## src/rtl/gmae_pkg.sv

```systemverilog
// ----------------------------------------------------------------------------
// gmae_pkg
// Shared types and constants of the session admission and eviction block.
// ----------------------------------------------------------------------------
package gmae_pkg;

	// Session table geometry
	localparam int MAX_SESSIONS = 16;
	localparam int TIME_BITS    = 48;
	localparam int IDX_W        = $clog2(MAX_SESSIONS);
	localparam int CNT_W        = $clog2(MAX_SESSIONS + 1);

	// Fixed field widths
	localparam int OP_W    = 3;
	localparam int SLOT_W  = 4;
	localparam int TYPE_W  = 2;
	localparam int BYTES_W = 48;
	localparam int THR_W   = 16;
	localparam int ACT_W   = 2;
	localparam int COUNT_W = 5;
	localparam int CFG_IDX_W  = 3;
	localparam int CFG_DATA_W = 48;

	// Projected use is used bytes plus a budget: one carry bit more
	localparam int PROJ_W = BYTES_W + 1;

	// Shared multiply-accumulate unit: 32 x 16 partial products into a
	// signed accumulator that holds the difference of two 64-bit products
	localparam int MAC_A_W  = 32;
	localparam int MAC_B_W  = 16;
	localparam int MAC_P_W  = MAC_A_W + MAC_B_W;
	localparam int ACC_W    = 66;

	// Percent times 256 scale: 100 * 256
	localparam logic [MAC_B_W-1:0] PCT_SCALE = 16'd25600;

	typedef enum logic [OP_W-1:0] {
		OP_REGISTER   = 3'd0,
		OP_UNREGISTER = 3'd1,
		OP_TOUCH      = 3'd2,
		OP_ADMIT      = 3'd3,
		OP_ENFORCE    = 3'd4
	} op_t;

	typedef enum logic [ACT_W-1:0] {
		ACT_NONE      = 2'd0,
		ACT_REJECT    = 2'd1,
		ACT_DEGRADE   = 2'd2,
		ACT_TERMINATE = 2'd3
	} act_t;

	typedef enum logic [CFG_IDX_W-1:0] {
		CFG_REJECT_THR    = 3'd0,
		CFG_DEGRADE_THR   = 3'd1,
		CFG_TERMINATE_THR = 3'd2,
		CFG_CT_BUDGET     = 3'd3,
		CFG_FLOW_BUDGET   = 3'd4,
		CFG_GENERIC_BUDGET = 3'd5,
		CFG_MONITOR       = 3'd6,
		CFG_EVICT_EN      = 3'd7
	} cfg_idx_t;

	// Control word for one partial product step
	typedef struct packed {
		logic valid;   // step present
		logic clear;   // first step of a compare: restart the sum
		logic neg;     // subtract this partial product
		logic hi;      // partial product weighs 2^32
	} mac_ctl_t;

endpackage

```

## src/rtl/gmae_ram.sv

```systemverilog
// ----------------------------------------------------------------------------
// gmae_ram
// Generic single-write, single-read RAM with registered read data.
// ----------------------------------------------------------------------------
module gmae_ram #(
	parameter int WIDTH = 8,
	parameter int DEPTH = 16
) (
	input  logic                     clk,
	input  logic                     we,
	input  logic [$clog2(DEPTH)-1:0] waddr,
	input  logic [WIDTH-1:0]         wdata,
	input  logic [$clog2(DEPTH)-1:0] raddr,
	output logic [WIDTH-1:0]         rdata
);

	logic [WIDTH-1:0] mem_q [DEPTH];
	logic [WIDTH-1:0] rdata_q;

	// write port
	always_ff @(posedge clk) begin
		if (we) begin
			mem_q[waddr] <= wdata;
		end
	end

	// registered read port
	always_ff @(posedge clk) begin
		rdata_q <= mem_q[raddr];
	end

	assign rdata = rdata_q;

endmodule

```

## src/rtl/gmae_mac.sv

```systemverilog
// ----------------------------------------------------------------------------
// gmae_mac
// Shared multiply-accumulate unit: one 32x16 partial product per cycle,
// registered, then added to or subtracted from a signed accumulator.
// ge reports that the accumulated difference is not negative.
// ----------------------------------------------------------------------------
module gmae_mac (
	input  logic                      clk,
	input  logic                      arst_n,
	input  gmae_pkg::mac_ctl_t        ctl,
	input  logic [gmae_pkg::MAC_A_W-1:0] a,
	input  logic [gmae_pkg::MAC_B_W-1:0] b,
	output logic                      ge
);
	import gmae_pkg::*;

	mac_ctl_t               ctl_s1;
	logic [MAC_P_W-1:0]     prod_s1;
	logic signed [ACC_W-1:0] acc_q;
	logic signed [ACC_W-1:0] term;

	// stage 1: partial product
	always_ff @(posedge clk or negedge arst_n) begin
		if (!arst_n) begin
			ctl_s1 <= '0;
		end else begin
			ctl_s1 <= ctl;
		end
	end

	always_ff @(posedge clk) begin
		prod_s1 <= MAC_P_W'(a) * MAC_P_W'(b);
	end

	// weight and sign of the partial product
	always_comb begin
		term = ctl_s1.hi ? (ACC_W'(prod_s1) << MAC_A_W) : ACC_W'(prod_s1);
		if (ctl_s1.neg) begin
			term = -term;
		end
	end

	// stage 2: accumulate
	always_ff @(posedge clk) begin
		if (ctl_s1.valid) begin
			acc_q <= ctl_s1.clear ? term : acc_q + term;
		end
	end

	assign ge = !acc_q[ACC_W-1];

endmodule

```

## src/rtl/gmae_lru_ctl.sv

```systemverilog
// ----------------------------------------------------------------------------
// gmae_lru_ctl
// Session table (valid bits, active count, last-active RAM) with the
// least-recently-active scan. Walks the RAM one slot per cycle on request.
// ----------------------------------------------------------------------------
module gmae_lru_ctl (
	input  logic                          clk,
	input  logic                          arst_n,
	// table update, one cycle
	input  logic                          upd_en,
	input  gmae_pkg::op_t                 upd_op,
	input  logic [gmae_pkg::IDX_W-1:0]    upd_addr,
	input  logic [gmae_pkg::TIME_BITS-1:0] upd_time,
	// scan start and eviction commit
	input  logic                          scan_start,
	input  logic                          evict_commit,
	output logic                          scan_done,
	output logic                          best_found,
	output logic [gmae_pkg::IDX_W-1:0]    best_idx,
	output logic [gmae_pkg::CNT_W-1:0]    active_cnt
);
	import gmae_pkg::*;

	logic [MAX_SESSIONS-1:0] valid_q;
	logic [CNT_W-1:0]        cnt_q;
	logic                    scan_q;
	logic                    scan_end_q;
	logic [IDX_W-1:0]        scan_idx_q;
	logic                    rd_en_s1;
	logic [IDX_W-1:0]        rd_idx_s1;
	logic                    best_found_q;
	logic [IDX_W-1:0]        best_q;
	logic [TIME_BITS-1:0]    best_time_q;
	logic                    ram_we;
	logic [TIME_BITS-1:0]    ram_rdata;
	logic                    hit;
	logic                    last_idx;

	// slot types are not kept: no operation reads them back
	gmae_ram #(
		.WIDTH(TIME_BITS),
		.DEPTH(MAX_SESSIONS)
	) u_time_ram (
		.clk  (clk),
		.we   (ram_we),
		.waddr(upd_addr),
		.wdata(upd_time),
		.raddr(scan_idx_q),
		.rdata(ram_rdata)
	);

	assign ram_we = upd_en && ((upd_op == OP_REGISTER) ||
		((upd_op == OP_TOUCH) && valid_q[upd_addr]));

	// strictly older wins, so ties keep the lower index
	assign hit = rd_en_s1 && valid_q[rd_idx_s1] &&
		(!best_found_q || (ram_rdata < best_time_q));
	assign last_idx = (scan_idx_q == IDX_W'(MAX_SESSIONS - 1));

	// valid bits, count and scan control
	always_ff @(posedge clk or negedge arst_n) begin
		if (!arst_n) begin
			valid_q      <= '0;
			cnt_q        <= '0;
			scan_q       <= 1'b0;
			scan_end_q   <= 1'b0;
			scan_idx_q   <= '0;
			rd_en_s1     <= 1'b0;
			best_found_q <= 1'b0;
		end else begin
			rd_en_s1   <= scan_q;
			scan_end_q <= scan_q && last_idx;
			if (hit) begin
				best_found_q <= 1'b1;
			end
			if (scan_start) begin
				scan_q       <= 1'b1;
				scan_idx_q   <= '0;
				best_found_q <= 1'b0;
			end else if (scan_q) begin
				if (last_idx) begin
					scan_q <= 1'b0;
				end else begin
					scan_idx_q <= scan_idx_q + 1'b1;
				end
			end
			if (upd_en) begin
				case (upd_op)
					OP_REGISTER: begin
						if (!valid_q[upd_addr]) begin
							cnt_q <= cnt_q + 1'b1;
						end
						valid_q[upd_addr] <= 1'b1;
					end
					OP_UNREGISTER: begin
						if (valid_q[upd_addr]) begin
							cnt_q <= cnt_q - 1'b1;
						end
						valid_q[upd_addr] <= 1'b0;
					end
					default: begin
					end
				endcase
			end
			if (evict_commit && best_found_q) begin
				valid_q[best_q] <= 1'b0;
				cnt_q           <= cnt_q - 1'b1;
			end
		end
	end

	// scan data path
	always_ff @(posedge clk) begin
		rd_idx_s1 <= scan_idx_q;
		if (hit) begin
			best_q      <= rd_idx_s1;
			best_time_q <= ram_rdata;
		end
	end

	// last read consumed in the cycle after the last index was issued
	assign scan_done  = scan_end_q;
	assign best_found = best_found_q;
	assign best_idx   = best_q;
	assign active_cnt = cnt_q;

endmodule

```

## src/rtl/gpu_memory_admission_lru_evictor.sv

```systemverilog
// ----------------------------------------------------------------------------
// gpu_memory_admission_lru_evictor
// Session table with memory admission check, utilization enforcement and
// least-recently-active eviction.
//
//   channel   handshake            word
//   --------  -------------------  ------------------------------------------
//   in        in_valid / in_stall  opcode, slot, type, time, bytes, info flag
//   out       out_valid/ out_stall action, admit, eviction, count, budget
//   cfg       cfg_we               cfg_index, cfg_data (no read-back)
//
// One word at a time. Table ops pass ST_EXEC and ST_RESP to the output
// register; when monitoring is live, admission runs one threshold compare
// and enforcement one to three, plus the LRU walk on terminate if eviction
// is enabled. Each compare is four partial products through the one shared
// 32x16 multiplier; the walk reads the last-active RAM one slot per cycle.
// Reset clears all slots and loads the default thresholds and budgets.
// A stalled output holds its word; the block then waits before loading the
// next one.
// ----------------------------------------------------------------------------
module gpu_memory_admission_lru_evictor (
	input  logic                              clk,
	input  logic                              arst_n,
	// config
	input  logic                              cfg_we,
	input  logic [gmae_pkg::CFG_IDX_W-1:0]    cfg_index,
	input  logic [gmae_pkg::CFG_DATA_W-1:0]   cfg_data,
	// input channel
	input  logic                              in_valid,
	output logic                              in_stall,
	input  logic [gmae_pkg::OP_W-1:0]         opcode,
	input  logic [gmae_pkg::SLOT_W-1:0]       session_slot,
	input  logic [gmae_pkg::TYPE_W-1:0]       session_type,
	input  logic [gmae_pkg::BYTES_W-1:0]      current_time,
	input  logic [gmae_pkg::BYTES_W-1:0]      used_bytes,
	input  logic [gmae_pkg::BYTES_W-1:0]      total_bytes,
	input  logic                              info_valid,
	// output channel
	output logic                              out_valid,
	input  logic                              out_stall,
	output logic [gmae_pkg::ACT_W-1:0]        action,
	output logic                              admit,
	output logic                              evicted_valid,
	output logic [gmae_pkg::SLOT_W-1:0]       evicted_slot,
	output logic [gmae_pkg::COUNT_W-1:0]      active_count,
	output logic [gmae_pkg::BYTES_W-1:0]      budget_bytes
);
	import gmae_pkg::*;

	typedef enum logic [8:0] {
		ST_IDLE  = 9'b000000001,
		ST_EXEC  = 9'b000000010,
		ST_ISSUE = 9'b000000100,
		ST_DRAIN = 9'b000001000,
		ST_EVAL  = 9'b000010000,
		ST_SCAN  = 9'b000100000,
		ST_EVICT = 9'b001000000,
		ST_RESP  = 9'b010000000,
		ST_WAIT  = 9'b100000000
	} state_t;

	typedef enum logic [1:0] {
		SEL_REJECT    = 2'd0,
		SEL_DEGRADE   = 2'd1,
		SEL_TERMINATE = 2'd2
	} thr_sel_t;

	state_t state_q;
	thr_sel_t sel_q;
	logic [1:0] step_q;

	// configuration registers
	logic [THR_W-1:0]   reject_thr_q;
	logic [THR_W-1:0]   degrade_thr_q;
	logic [THR_W-1:0]   terminate_thr_q;
	logic [BYTES_W-1:0] ct_budget_q;
	logic [BYTES_W-1:0] flow_budget_q;
	logic [BYTES_W-1:0] generic_budget_q;
	logic               monitor_q;
	logic               evict_en_q;

	// captured word
	op_t                op_q;
	logic [SLOT_W-1:0]  slot_q;
	logic [TYPE_W-1:0]  type_q;
	logic [TIME_BITS-1:0] now_q;
	logic [PROJ_W-1:0]  proj_q;
	logic [BYTES_W-1:0] total_q;
	logic               live_q;

	// result in progress
	act_t               res_action_q;
	logic               res_admit_q;
	logic               res_ev_valid_q;
	logic [IDX_W-1:0]   res_ev_slot_q;

	// output register
	logic               out_valid_q;
	logic [ACT_W-1:0]   action_q;
	logic               admit_q;
	logic               evicted_valid_q;
	logic [SLOT_W-1:0]  evicted_slot_q;
	logic [COUNT_W-1:0] active_count_q;
	logic [BYTES_W-1:0] budget_bytes_q;

	logic               accept;
	logic               out_free;
	logic               in_rng;
	logic [IDX_W-1:0]   slot_addr;
	logic [BYTES_W-1:0] in_budget;
	logic [BYTES_W-1:0] cur_budget;
	logic [THR_W-1:0]   thr;
	mac_ctl_t           mac_ctl;
	logic [MAC_A_W-1:0] mac_a;
	logic [MAC_B_W-1:0] mac_b;
	logic               ge;
	logic               scan_start;
	logic               scan_done;
	logic               best_found;
	logic [IDX_W-1:0]   best_idx;
	logic [CNT_W-1:0]   active_cnt;

	assign accept   = in_valid && !in_stall;
	assign in_stall = (state_q != ST_IDLE);
	assign out_free = !out_valid_q || !out_stall;
	assign in_rng   = (32'(slot_q) < MAX_SESSIONS);
	assign slot_addr = IDX_W'(slot_q);

	// type budget; types 2 and 3 use generic
	function automatic logic [BYTES_W-1:0] budget_of(
		input logic [TYPE_W-1:0]  t,
		input logic [BYTES_W-1:0] ct,
		input logic [BYTES_W-1:0] flow,
		input logic [BYTES_W-1:0] gen
	);
		logic [BYTES_W-1:0] r;
		case (t)
			2'd0:    r = ct;
			2'd1:    r = flow;
			default: r = gen;
		endcase
		return r;
	endfunction

	assign in_budget  = budget_of(session_type, ct_budget_q, flow_budget_q,
		generic_budget_q);
	assign cur_budget = budget_of(type_q, ct_budget_q, flow_budget_q,
		generic_budget_q);

	// threshold under test
	always_comb begin
		case (sel_q)
			SEL_DEGRADE:   thr = degrade_thr_q;
			SEL_TERMINATE: thr = terminate_thr_q;
			default:       thr = reject_thr_q;
		endcase
	end

	// partial products of proj*25600 - thr*total
	always_comb begin
		mac_ctl.valid = (state_q == ST_ISSUE);
		mac_ctl.clear = (step_q == 2'd0);
		mac_ctl.neg   = step_q[1];
		mac_ctl.hi    = step_q[0];
		case (step_q)
			2'd0: begin
				mac_a = proj_q[MAC_A_W-1:0];
				mac_b = PCT_SCALE;
			end
			2'd1: begin
				mac_a = MAC_A_W'(proj_q[PROJ_W-1:MAC_A_W]);
				mac_b = PCT_SCALE;
			end
			2'd2: begin
				mac_a = total_q[MAC_A_W-1:0];
				mac_b = thr;
			end
			default: begin
				mac_a = MAC_A_W'(total_q[BYTES_W-1:MAC_A_W]);
				mac_b = thr;
			end
		endcase
	end

	gmae_mac u_mac (
		.clk   (clk),
		.arst_n(arst_n),
		.ctl   (mac_ctl),
		.a     (mac_a),
		.b     (mac_b),
		.ge    (ge)
	);

	assign scan_start = (state_q == ST_EVAL) && (op_q != OP_ADMIT) &&
		(sel_q == SEL_TERMINATE) && ge && evict_en_q;

	gmae_lru_ctl u_lru (
		.clk         (clk),
		.arst_n      (arst_n),
		.upd_en      ((state_q == ST_EXEC) && in_rng),
		.upd_op      (op_q),
		.upd_addr    (slot_addr),
		.upd_time    (now_q),
		.scan_start  (scan_start),
		.evict_commit(state_q == ST_EVICT),
		.scan_done   (scan_done),
		.best_found  (best_found),
		.best_idx    (best_idx),
		.active_cnt  (active_cnt)
	);

	// capture of the accepted word
	always_ff @(posedge clk) begin
		if (accept) begin
			op_q    <= op_t'(opcode);
			slot_q  <= session_slot;
			type_q  <= session_type;
			now_q   <= TIME_BITS'(current_time);
			proj_q  <= (op_t'(opcode) == OP_ADMIT) ?
				PROJ_W'(used_bytes) + PROJ_W'(in_budget) : PROJ_W'(used_bytes);
			total_q <= total_bytes;
			live_q  <= monitor_q && info_valid;
		end
	end

	// output payload
	always_ff @(posedge clk) begin
		if ((state_q == ST_RESP) && out_free) begin
			action_q        <= res_action_q;
			admit_q         <= res_admit_q;
			evicted_valid_q <= res_ev_valid_q;
			evicted_slot_q  <= SLOT_W'(res_ev_slot_q);
			active_count_q  <= COUNT_W'(active_cnt);
			budget_bytes_q  <= cur_budget;
		end
	end

	// configuration, sequencer and output valid
	always_ff @(posedge clk or negedge arst_n) begin
		if (!arst_n) begin
			reject_thr_q     <= 16'd20480;
			degrade_thr_q    <= 16'd23040;
			terminate_thr_q  <= 16'd24320;
			ct_budget_q      <= 48'd1073741824;
			flow_budget_q    <= 48'd2147483648;
			generic_budget_q <= 48'd536870912;
			monitor_q        <= 1'b0;
			evict_en_q       <= 1'b0;
			state_q          <= ST_IDLE;
			sel_q            <= SEL_REJECT;
			step_q           <= '0;
			res_action_q     <= ACT_NONE;
			res_admit_q      <= 1'b0;
			res_ev_valid_q   <= 1'b0;
			res_ev_slot_q    <= '0;
			out_valid_q      <= 1'b0;
		end else begin
			if (cfg_we) begin
				case (cfg_idx_t'(cfg_index))
					CFG_REJECT_THR:     reject_thr_q     <= cfg_data[THR_W-1:0];
					CFG_DEGRADE_THR:    degrade_thr_q    <= cfg_data[THR_W-1:0];
					CFG_TERMINATE_THR:  terminate_thr_q  <= cfg_data[THR_W-1:0];
					CFG_CT_BUDGET:      ct_budget_q      <= cfg_data;
					CFG_FLOW_BUDGET:    flow_budget_q    <= cfg_data;
					CFG_GENERIC_BUDGET: generic_budget_q <= cfg_data;
					CFG_MONITOR:        monitor_q        <= cfg_data[0];
					CFG_EVICT_EN:       evict_en_q       <= cfg_data[0];
					default: begin
					end
				endcase
			end

			if (out_valid_q && !out_stall) begin
				out_valid_q <= 1'b0;
			end

			case (state_q)
				ST_IDLE: begin
					if (accept) begin
						res_action_q   <= ACT_NONE;
						res_admit_q    <= 1'b0;
						res_ev_valid_q <= 1'b0;
						res_ev_slot_q  <= '0;
						state_q        <= ST_EXEC;
					end
				end
				// table ops complete here; live checks start the compare chain
				ST_EXEC: begin
					step_q  <= '0;
					state_q <= ST_RESP;
					case (op_q)
						OP_ADMIT: begin
							if (live_q) begin
								sel_q   <= SEL_REJECT;
								state_q <= ST_ISSUE;
							end else begin
								res_admit_q <= 1'b1;
							end
						end
						OP_ENFORCE: begin
							if (live_q) begin
								sel_q   <= SEL_TERMINATE;
								state_q <= ST_ISSUE;
							end
						end
						default: begin
						end
					endcase
				end
				ST_ISSUE: begin
					step_q <= step_q + 1'b1;
					if (step_q == 2'd3) begin
						state_q <= ST_DRAIN;
					end
				end
				ST_DRAIN: begin
					state_q <= ST_EVAL;
				end
				// enforce walks the thresholds from terminate down to reject
				ST_EVAL: begin
					step_q  <= '0;
					state_q <= ST_RESP;
					if (op_q == OP_ADMIT) begin
						res_admit_q <= !ge;
					end else begin
						case (sel_q)
							SEL_TERMINATE: begin
								if (ge) begin
									res_action_q <= ACT_TERMINATE;
									if (evict_en_q) begin
										state_q <= ST_SCAN;
									end
								end else begin
									sel_q   <= SEL_DEGRADE;
									state_q <= ST_ISSUE;
								end
							end
							SEL_DEGRADE: begin
								if (ge) begin
									res_action_q <= ACT_DEGRADE;
								end else begin
									sel_q   <= SEL_REJECT;
									state_q <= ST_ISSUE;
								end
							end
							default: begin
								res_action_q <= ge ? ACT_REJECT : ACT_NONE;
							end
						endcase
					end
				end
				ST_SCAN: begin
					if (scan_done) begin
						state_q <= ST_EVICT;
					end
				end
				ST_EVICT: begin
					if (best_found) begin
						res_ev_valid_q <= 1'b1;
						res_ev_slot_q  <= best_idx;
					end
					state_q <= ST_WAIT;
				end
				// count settles after the eviction commit
				ST_WAIT: begin
					state_q <= ST_RESP;
				end
				ST_RESP: begin
					if (out_free) begin
						out_valid_q <= 1'b1;
						state_q     <= ST_IDLE;
					end
				end
				default: begin
					state_q <= ST_IDLE;
				end
			endcase
		end
	end

	assign out_valid     = out_valid_q;
	assign action        = action_q;
	assign admit         = admit_q;
	assign evicted_valid = evicted_valid_q;
	assign evicted_slot  = evicted_slot_q;
	assign active_count  = active_count_q;
	assign budget_bytes  = budget_bytes_q;

endmodule

```

## config.mk

```make
export PLATFORM = sky130hd
export DESIGN_NAME = gpu_memory_admission_lru_evictor
export DESIGN_NICKNAME = d
export VERILOG_FILES = /design/src/rtl/gmae_pkg.sv /design/src/rtl/gmae_ram.sv /design/src/rtl/gmae_mac.sv /design/src/rtl/gmae_lru_ctl.sv /design/src/rtl/gpu_memory_admission_lru_evictor.sv
export SDC_FILE = /design/constraint.sdc
export NUM_CORES = 2
export LEC_CHECK = 0
export ABC_CLOCK_PERIOD_IN_PS = 8750
export BUFFER_PORTS_ARGS = -buffer_cell sky130_fd_sc_hd__buf_2
export CAP_MARGIN = 25
export CORE_MARGIN = 1.5
export CORE_UTILIZATION = 40
export DETAILED_ROUTE_END_ITERATION = 6
export SLEW_MARGIN = 20
export SYNTH_ARGS = -nofsm -noshare
export SYNTH_HDL_FRONTEND = slang
export SYNTH_HIERARCHICAL = 1
export SYNTH_SLANG_ARGS = --single-unit
```

## constraint.sdc

```tcl
create_clock -name clk -period 8.75 [get_ports clk]
set_input_delay 1.75 -clock clk [delete_from_list [all_inputs] [get_ports clk]]
set_output_delay 1.75 -clock clk [all_outputs]
set_load 0.02 [all_outputs]
```

==> metrics.cfg <==
[run_status]
outcome=complete, but fails checks
violations=design-rule violations

[routing]
wl_um=219000
route.vias.total=52379
first_iter_violations=4304
vias_per_cell=5.52
drc_errors=33
postRouteAntennaNets=0
firstDrtPassIters=7
avgRoutedWirePerCell_um=23.1

[cells_and_area]
fin_nets=7594
postLayoutCoreUtil=0.453
area_growth_pct=12.5
drive_gt1_frac=0.170
fin_area_um2=91400
n_fill_cell=18183
finalNonFillerCells=9484

[floorplanning]
dieHeight_um=454
die_x_um=454
core_area_um2=202000
die-area_um2=206000
initial_core_util=0.402
pin_count=273
rows=165

[logic_synthesis]
avgSynthCellArea_um2=12.6
synth_most_common_cell=edfxtp_1
synth_seq_cells=1451
syn_inst=6438
ys_top_cells_by_area=edfxtp_1, fa_1, dfrtp_1
synth_top_cell_by_area=edfxtp_1
ys.flop_type=edfxtp_1
yosysWarnings=6
ys_seq_area_frac=0.509
synth_top_area_frac=0.407
synthTopCellsByCount=edfxtp_1, nand2_1, inv_1
syn_nets=7360
async_reset_ff_frac=0.172
syn_area_um2=81200
synth-edff-count=1102
yosysUniqueCellTypes=105

[grt]
grt-ovfl-total=0
grt_pass1_vias=53182
antenna_found_initial=22
grt_usage=0.212
grt_pass1_wl_um=331000
grt_start_max_net_pins=135

[clock_network]
h-tree-depth=4
cts.clk_slew.worst_paths_ns=0.06
insertion_delay_ns=0.82
clockRootBuffer=clkbuf_16
cts.sink_count=1451
cts_hold_buf=0
cts.path.max_buffers=3
numCtsBuffers=157
cts_tree=yes

[worst_hold_path]
worstHoldEndpoint=u_lru/best_time_q[42]
min-delay-start=u_lru/u_time_ram/rdata[42]
hold_class=flip-flop to flip-flop
min_path_cells=0

[place]
post-dp-hpwl_um=146000
place.port_buffers=272
gp_congestion=0.953
dpl.cell_count=9177
placed_cell_area_um2=85900

[timing]
finClkSkew_ns=0.0645
hold_viol=0
finalSetupViolations=0
rsz0062_at_grt=no
drv_slew=0
fin_crit_sh=0.950
setup_tns_ns=0
fmaxAchievable_mhz=120
fin_crit_ns=8.32
slew_headroom=0.257
worstMarginPinSlew_ns=1.11

[critical_path]
critical_path_peak_fanout=17
crit_path_start=step_q[0]
required_ns=9.46
cpMaxStageDelayCell=fa_1
crit_type=flip-flop to flip-flop
r2r_end=u_mac/prod_s1[45]
slowest_delay_ns=0.56
setup.worst_path.end_class=flip-flop
crit_path_frequent_cell=fa_1
r2r-start=step_q[0]
r2r_slack_ns=0.43
worstPathArrival_ns=9.03
reg2reg_depth=28
worstSetupStartpointType=flip-flop

[run]
cap_violations=0

## stage by stage
stage | setup WS (ns) | hold WS (ns)
after global placement | 0.464 | 0.417
after global routing | 0.0434 | 0.446
after floorplan | 0.937 | 0.400
final | 0.433 | 0.435
after CTS | 0.287 | 0.438
after detailed placement | 0.328 | 0.423
## repair_timing
| action | 4_1_cts | 5_1_grt |
|---|---|---|
| setup endpoints to repair | 0 | 2 |
| setup buffers | 0 | 4 |
| gates resized for setup | 0 | 2 |
## placed cells by master (no fill, tap or decap), types with 197 or more instances in the layout
| cell type | instances |
|---|---|
| inv_1 | 592 |
| a21oi_1 | 246 |
| mux4_2 | 197 |
| nand2_1 | 717 |
| o21ai_0 | 334 |
| and2_1 | 224 |
| ha_1 | 291 |
| dfrtp_1 | 227 |
| mux2_2 | 211 |
| buf_2 | 271 |
| edfxtp_1 | 1102 |
| fa_1 | 420 |
## critical path: cells and delay by family (launching register included)
kind            cells  cell delay [ns]
simple gates        3             0.55
compound gates      7             2.21
mux                 1             0.14
fa+ha+maj           8             3.75
flops               1             0.40
xor+xnor            1             0.14
buf+inv             8             0.99
## logic make-up after synthesis
| kind of cell | share of synthesized area |
|---|---|
| adders and majority gates | 0.149 |
| buffers and inverters | 0.0441 |
| and+or+nand+nor | 0.0886 |
| DFF | 0.509 |
| AOI/OAI and AO/OA | 0.0872 |
| xor gates and xnor gates | 0.0209 |
| muxes | 0.102 |
## cell type report
cell class	instances	area [µm²]	share of cell area
clock inverter	82	995	0.0109
sequential	1451	41400	0.453
tap	2672	3340	0.0366
timing repair buffer	405	2640	0.0289
inverter	593	2230	0.0244
multi-input combinational	4064	36500	0.400
antenna	8	20.0	0.000219
clock buffer	209	4290	0.0469
## how the worst max path moves through the flow
stage	to
floorplan	u_mac/prod_s1[47]
detailed placement	u_mac/prod_s1[45]
finish	u_mac/prod_s1[45]
global placement	u_mac/prod_s1[45]
CTS	u_mac/prod_s1[45]
global route	u_mac/prod_s1[45]
## registers in the layout, indices dropped and copies added, names as in the netlist, 5 cells and up
register                flops
u_lru/best_time_q          48
u_lru/active_cnt            5
state_q                     9
terminate_thr_q            16
budget_bytes               48
degrade_thr_q              16
generic_budget_q           48
u_lru/valid_q              16
u_lru/u_time_ram/mem_q    768
reject_thr_q               16
ct_budget_q                48
now_q                      48
total_q                    48
u_mac/prod_s1              48
flow_budget_q              48
active_count                5
u_mac/acc_q                66
proj_q                     49
u_lru/u_time_ram/rdata     48
## routing by layer
metal	routed length, µm	track usage
met1	93900	0.285
met2	106000	0.348
met3	12600	0.0365
met4	6790	0.0692
met5	142	0
Power is left out: the tool's default activity adds up to more than one toggle a clock period on the data nets, which glitch-free logic cannot reach.
